--- config.mk ---
export PLATFORM = sky130hd
export DESIGN_NAME = drrip_row_logic
export DESIGN_NICKNAME = d
export VERILOG_FILES = /design/src/rtl/drrip_pkg.sv /design/src/rtl/drrip_row_logic.sv
export SDC_FILE = /design/constraint.sdc
export NUM_CORES = 1
export LEC_CHECK = 0
export BUFFER_PORTS_ARGS = -buffer_cell sky130_fd_sc_hd__buf_2
export CORE_MARGIN = 2
export CORE_UTILIZATION = 35
export DETAILED_ROUTE_END_ITERATION = 16
export GPL_ROUTABILITY_DRIVEN = 0
export PLACE_DENSITY_LB_ADDON = 0.25
export SYNTH_ARGS = -nofsm -noshare
export SYNTH_HDL_FRONTEND = slang
export SYNTH_SLANG_ARGS = --single-unit
--- constraint.sdc ---
create_clock -name vclk -period 7.2
set_clock_uncertainty 0.15 [all_clocks]
set_input_delay 1.44 -clock vclk [all_inputs]
set_output_delay 1.44 -clock vclk [all_outputs]
set_load 0.03 [all_outputs]
--- src/rtl/drrip_pkg.sv ---
package drrip_pkg;

    localparam int SET_FIELD_W = 11;
    localparam int WAY_FIELD_W = 5;
    localparam int VMASK_W     = 16;
    localparam int VICTIM_W    = 4;
    localparam int SET_SPAN    = 2048;
    localparam int MAX_WAYS    = 32;
    localparam int S_TDATA_W   = 40;
    localparam int M_TDATA_W   = 8;

    localparam logic [1:0] RRPV_MAX  = 2'd3;
    localparam logic [1:0] RRPV_COLD = RRPV_MAX - 2'd1;
    localparam logic [1:0] RRPV_HOT  = 2'd0;

    localparam logic FUNC_VICTIM = 1'b0;
    localparam logic FUNC_UPDATE = 1'b1;

    typedef struct packed {
        logic                   func;
        logic [SET_FIELD_W-1:0] set_index;
        logic [WAY_FIELD_W-1:0] way_index;
        logic                   is_hit;
        logic [VMASK_W-1:0]     valid_mask;
    } req_t;

    typedef struct packed {
        logic lead_s;
        logic lead_b;
        logic srrip_fill;
    } policy_t;

    typedef struct packed {
        logic row_we;
        logic sel_inc;
        logic sel_dec;
    } row_ctl_t;

endpackage

--- src/rtl/drrip_row_logic.sv ---
module drrip_row_logic import drrip_pkg::*; #(
    parameter int NUM_WAYS = 16
) (
    input  req_t                  req,
    input  policy_t               policy,
    input  logic [2*NUM_WAYS-1:0] row_rd,
    output logic [2*NUM_WAYS-1:0] row_wr,
    output row_ctl_t              ctl,
    output logic [VICTIM_W-1:0]   victim_way
);

    logic [MAX_WAYS-1:0]    valid_ext;
    logic                   any_invalid;
    logic [WAY_FIELD_W-1:0] first_invalid;
    logic [WAY_FIELD_W-1:0] best_way;
    logic [3:0]             has_val;
    logic [1:0]             max_val;
    logic [1:0]             age_step;
    logic [1:0]             install_val;
    logic                   way_ok;
    logic                   is_update;

    always_comb begin
        valid_ext     = {{(MAX_WAYS - VMASK_W){1'b1}}, req.valid_mask};
        any_invalid   = 1'b0;
        first_invalid = '0;
        for (int w = NUM_WAYS - 1; w >= 0; w--) begin
            if (!valid_ext[w]) begin
                any_invalid   = 1'b1;
                first_invalid = WAY_FIELD_W'(w);
            end
        end

        has_val = '0;
        for (int w = 0; w < NUM_WAYS; w++) begin
            has_val[row_rd[2*w +: 2]] = 1'b1;
        end
        if (has_val[3]) begin
            max_val = 2'd3;
        end else if (has_val[2]) begin
            max_val = 2'd2;
        end else if (has_val[1]) begin
            max_val = 2'd1;
        end else begin
            max_val = 2'd0;
        end
        best_way = '0;
        for (int w = NUM_WAYS - 1; w >= 0; w--) begin
            if (row_rd[2*w +: 2] == max_val) begin
                best_way = WAY_FIELD_W'(w);
            end
        end
        age_step = RRPV_MAX - max_val;
    end

    always_comb begin
        is_update = (req.func == FUNC_UPDATE);
        way_ok    = (int'(req.way_index) < NUM_WAYS);
        if (req.is_hit || policy.srrip_fill) begin
            install_val = RRPV_HOT;
        end else begin
            install_val = RRPV_COLD;
        end

        row_wr = row_rd;
        if (is_update) begin
            for (int w = 0; w < NUM_WAYS; w++) begin
                if (WAY_FIELD_W'(w) == req.way_index) begin
                    row_wr[2*w +: 2] = install_val;
                end
            end
        end else begin
            for (int w = 0; w < NUM_WAYS; w++) begin
                row_wr[2*w +: 2] = row_rd[2*w +: 2] + age_step;
            end
        end

        if (is_update) begin
            ctl.row_we = way_ok;
        end else begin
            ctl.row_we = !any_invalid && (max_val != RRPV_MAX);
        end
        ctl.sel_inc = is_update && way_ok && req.is_hit && policy.lead_s;
        ctl.sel_dec = is_update && way_ok && req.is_hit && policy.lead_b;

        if (any_invalid) begin
            victim_way = first_invalid[VICTIM_W-1:0];
        end else begin
            victim_way = best_way[VICTIM_W-1:0];
        end
    end

endmodule

# ---- Yosys cells after proc, flatten, opt, wreduce, memory -nomap -nowiden
# Index checks and enable logic that the tools add are counted.
# Widths: inputs -> output; s select.
dict set report classes {
  n_addsub 17
  magnitude_cmp 33
  n_eq_ne 32
  muxes 103
  n_bitwise 15
  n_reduce_logical 24
}
# cell n
set op_table {}
lappend op_table {{$mux 4} 33}
lappend op_table {{$or 4x4->4} 15}
lappend op_table {{$lt 2x3->1 const B} 16}
lappend op_table {{$eq 4x5->1 const A} 8}
lappend op_table {{$mux 2} 19}
lappend op_table {{$mux 1} 34}
lappend op_table {{$add 2x2->2} 16}
lappend op_table {{$demux 1 s2} 16}
lappend op_table {{$eq 2x2->1} 16}
lappend op_table {{$ge 2x1->1 const B} 16}
lappend op_table {{$mux 32} 1}
lappend op_table {{$logic_and 1x1->1} 21}
lappend op_table {{$eq 3x5->1 const A} 4}
lappend op_table {{$eq 2x5->1 const A} 2}
lappend op_table {{$eq 1x5->1 const A} 1}
lappend op_table {{$logic_not 5->1} 1}
lappend op_table {{$lt 5x5->1 const B} 1}
lappend op_table {{$ne 2x2->1 const B} 1}
lappend op_table {{$sub 2x2->2 const A} 1}
lappend op_table {{$logic_not 1->1} 1}
lappend op_table {{$logic_or 1x1->1} 1}
dict set report word_totals {
  reg_bits 0
}

# ---- Longest topological paths before layout
dict set report depth {
  depth_word 40
  mapped_depth 12
}

# ---- Worst setup path after synthesis
# OpenSTA, ideal clock, no wires.
dict set report synth_timing {
  path_type {input to output}
  start {input port row_rd[9]}
  end {output port victim_way[1]}
  arrival_ns 4.977
  t_required_ns 5.610
  slack_ns 0.633
  stages 10
  n_path_buf 1
  path_cell_list {a22o_1 -> a221oi_1 -> and4_1 -> clkbuf_1 -> a21boi_0 -> ha_1 -> o21a_1 -> o311ai_0 -> a31oi_1 -> o21ai_0}
}
dict set report synth_via {
  elab_chain_cells 37
  elab_cells_between_ends 53
  cone_classes {order compare: 2; eq/ne: 16; mux: 22; bitwise: 12; reduce/logical: 1}
}
# element line_no
set synth_rtl {}
lappend synth_rtl {{start: declaration} drrip_row_logic.sv:6} ;# input logic [2*NUM_WAYS-1:0] row_rd,
lappend synth_rtl {{$lt 2x3->1 (not written as such) / $ge 2x1->1 (equally long branches)} drrip_row_logic.sv:36} ;# has_val[row_rd[2*w +: 2]] = 1'b1;
lappend synth_rtl {{$logic_and 1x1->1 (not written as such)} drrip_row_logic.sv:36}
lappend synth_rtl {{$mux 1 (not written as such)} drrip_row_logic.sv:36}
lappend synth_rtl {{$demux 1 s2} drrip_row_logic.sv:36}
lappend synth_rtl {{$or 4x4->4 (no line) (12 in a row)} -}
lappend synth_rtl {{$mux 1} drrip_row_logic.sv:42} ;# end else if (has_val[1]) begin
lappend synth_rtl {{$mux 2} drrip_row_logic.sv:40} ;# end else if (has_val[2]) begin
lappend synth_rtl {{$mux 2} drrip_row_logic.sv:38} ;# if (has_val[3]) begin
lappend synth_rtl {{$eq 2x2->1} drrip_row_logic.sv:49} ;# if (row_rd[2*w +: 2] == max_val) begin
lappend synth_rtl {{$mux 4 (15 in a row)} drrip_row_logic.sv:49}
lappend synth_rtl {{$mux 4 *} drrip_row_logic.sv:49}
lappend synth_rtl {{$mux 4 *} drrip_row_logic.sv:86} ;# if (any_invalid) begin
lappend synth_rtl {{end: declaration} drrip_row_logic.sv:9} ;# output logic [VICTIM_W-1:0] victim_way
# Every way passes the cells marked *; elsewhere a longest branch is shown, timed or not.

# ---- Worst setup path after layout
dict set report layout_timing {
  start {input port row_rd[7]}
  end {output port victim_way[1]}
}
dict set report layout_via {
  elab_chain_cells 38
  elab_cells_between_ends 54
  cone_classes {order compare: 2; eq/ne: 16; mux: 22; bitwise: 13; reduce/logical: 1}
}
# element line_no
set layout_rtl {}
lappend layout_rtl {{$lt 2x3->1 (not written as such) / $ge 2x1->1 (equally long branches)} drrip_row_logic.sv:36}
lappend layout_rtl {{$logic_and 1x1->1 (not written as such)} drrip_row_logic.sv:36}
lappend layout_rtl {{$mux 1 (not written as such)} drrip_row_logic.sv:36}
lappend layout_rtl {{$demux 1 s2} drrip_row_logic.sv:36}
lappend layout_rtl {{$or 4x4->4 (no line) (13 in a row)} -}
lappend layout_rtl {{$mux 1} drrip_row_logic.sv:42}
lappend layout_rtl {{$mux 2} drrip_row_logic.sv:40}
lappend layout_rtl {{$mux 2} drrip_row_logic.sv:38}
lappend layout_rtl {{$eq 2x2->1} drrip_row_logic.sv:49}
lappend layout_rtl {{$mux 4 (15 in a row)} drrip_row_logic.sv:49}
lappend layout_rtl {{$mux 4 *} drrip_row_logic.sv:49}
lappend layout_rtl {{$mux 4 *} drrip_row_logic.sv:86}
# Marked as above.

==> impl_results.md <==
- Status: finished clean
- Post-synthesis to final-layout area growth: 24.62%
- RSZ-0062 raised after global routing: false
- Relative slew slack: 54.67%
- Via count: 2893
- Setup violators final: 0
- Achievable Freq: 167.1 MHz
- Post-CTS Hold Buffers: 0
- Ys Warns: 0
- LEAKAGE: 1.353 nW
- Dpl cell area: 2596 um^2
- Wire per inst: 14.54 um
- Initial DRT Pass Iterations: 4
- Synthesized area: 2083 um^2
- Setup TNS: 0 ns
- Routed Wire Length: 7.476 mm
- HPWL after DPL: 5.988 mm
- FILL cells: 650
- Vias per inst: 5.628
- Antenna violations before repair: 0
- Synth Area in Compound Gates: 42.58%
- Fraction of the mapped netlist area in adder cells: 9.610%
- Crit. End Element: output port
- Worst-margin pin slew: 0.6799 ns
- GRT Overall Usage: 22.22%
- Multi-input logic area: 1848 um^2
- Register area share after synthesis: 0%
- Cells after Synth: 354
- Post-route cell area: 2596 um^2
- Mux cell area share after synthesis: 1.081%
- Antenna cells: 0
- Reg area: 0 um^2
- Startpoint Class: input port
- Post-Syn Nets: 439
- Starting Density: 35.61%
- Avg Cell Area, Syn: 5.885 um^2
- Core Rows: 28
- Fin. Hold Viols: 0
- Placeable Area: 5851 um^2
- Number of DRC markers in iteration 0: 134
- Drc violations: 0
- IO buf count: 97
- Final Non-Filler Cells: 514
- Worst min path class: in2out
- DIE WIDTH: 81.15 um
- Pwr per Cell Area: 61.26 nW/um^2
- Fin crit share: 83.13%
- Share of cells above drive strength 1: 25.97%
- Post-CTS setup buffers: 0
- NumNets Final: 526
- Placed insts: 514
- Largest net degree at the start of global routing: 84
- Number of global-route vias before repair: 2525
- First-pass GRT wire length: 11.85 mm
- Die ar.: 6585 um^2
- Crit path max fanout: 10
- Critical path class: in2out
- Distinct cells, synth: 49
- Post-DRT Antenna Nets: 0
- Main combinational cell family by area after synthesis: compound AO/OA/AOI/OAI gates
- Min-Delay Path Depth: 3
- Crit path time final: 5.985 ns
- I/O pin cnt: 108
- Critical path arrival: 4.40 ns
- Peak VDD IR: 0.00003114 V
- Clock buf count: 0
- Final Max Slew Viols: 0
- Global route total overflow: 0
- Post-Synth Simple-Gate Area: 35.44%
- Synth Area in XOR/XNOR: 0%
- WP data required: 5.61 ns
- Max-Cap Viols: 0
- Gates resized, CTS repair: 0
- Die Y: 81.15 um
- Sequential cells: 0
metal layers:
layer	GRT usage [%]	part of all wire (%)	vias to the layer above
li1	-	-	1487
met1	29.60	43	1292
met2	40.17	48	108
met3	1.222	7.2	6
met4	3.051	1.2	0
met5	0	0	-
stage by stage:
stage | hold WS [ns] | power [W] | util (%) | worst slack [ns]
3_3_place_gp | 3.114 | 0.0001562 | 44.38 | 1.268
5_1_grt | 3.146 | 0.0001744 | 44.38 | 1.112
6_report | 3.119 | 0.0001590 | 44.38 | 1.215
4_1_cts | 3.120 | 0.0001584 | 44.38 | 1.220
2_1_floorplan | 2.957 | 0.0001002 | - | 0.6331
3_5_place_dp | 3.120 | 0.0001578 | 44.38 | 1.240
layout make-up:
type	instances	share of cell area (%)
inverter	35	5.060
multi-input combinational	302	71.18
timing repair buffer	102	20.14
tap	75	3.614
Yosys cell counts (all sizes together) (2+ instances only):
library cell	number	area [um^2]
nand2	48	180.2
nand3	28	140.1
a221oi	6	52.55
inv	35	131.4
nor2	34	135.1
o221ai	17	155.1
buf	4	55.05
nand2b	12	75.07
nor2b	8	57.55
nor4	2	27.53
a21oi	25	128.9
o2111ai	4	35.03
a21o	2	15.01
and4	2	17.52
and3	2	12.51
a22o	4	35.03
o211ai	3	22.52
clkbuf	13	48.80
nand3b	2	15.01
o21ai	49	249.0
nor3	2	10.01
a21boi	3	22.52
a31oi	3	18.77
ha	16	200.2
nand4	5	31.28
o21a	4	31.28
mux2	2	22.52
or3	2	12.51
o22ai	7	43.79
worst max-delay path: stages:
cell and delay, ns:
buf_2 0.13, nor2b_4 0.12, a2111o_1 0.42, nor4_4 0.49, a21boi_1 0.15, buf_4 0.22, ha_1 0.34, o21a_1 0.12
o311ai_0 0.40, a31oi_1 0.15, o21ai_0 0.17, buf_2 0.22
worst paths after layout:
kind	slack (ns)	to	start
setup / recovery	1.21	victim_way[1]	row_rd[7]
hold / removal	3.12	ctl[1]	policy[2]
report_power, final:
group          internal (W)  switching, W
logic             0.0000552      0.000104
registers                 0             0
clock network             0             0
placed cells by master, fill, tap and decap left out, types with 2 or more instances in the layout:
cell type  count
a31oi_1        3
nor3_1         2
buf_2         97
o211ai_1       3
nand2b_1      12
a21o_1         2
buf_4          5
nand3_1       28
nand2_1       48
a221oi_1       6
o2111ai_1      4
o221ai_1      16
a21boi_0       2
o22ai_1        7
mux2_2         2
and4_1         2
o21ai_1        4
nor2_1        33
and3_1         2
nand4_1        5
o21a_1         3
nand3b_1       2
a21oi_1       24
ha_1          16
nor2b_1        7
inv_1         35
o21ai_0       44
or3_1          2
a22o_1         4
cell families (layout without fill, tap and decap cells):
group	after synthesis	count (layout)
buffers and inverters	52	137
and+or+nand+nor	150	150
muxes	2	2
AOI/OAI and AO/OA	134	134
adders and majority gates	16	16
No activity file was read; power rests on OpenSTA's default activity.
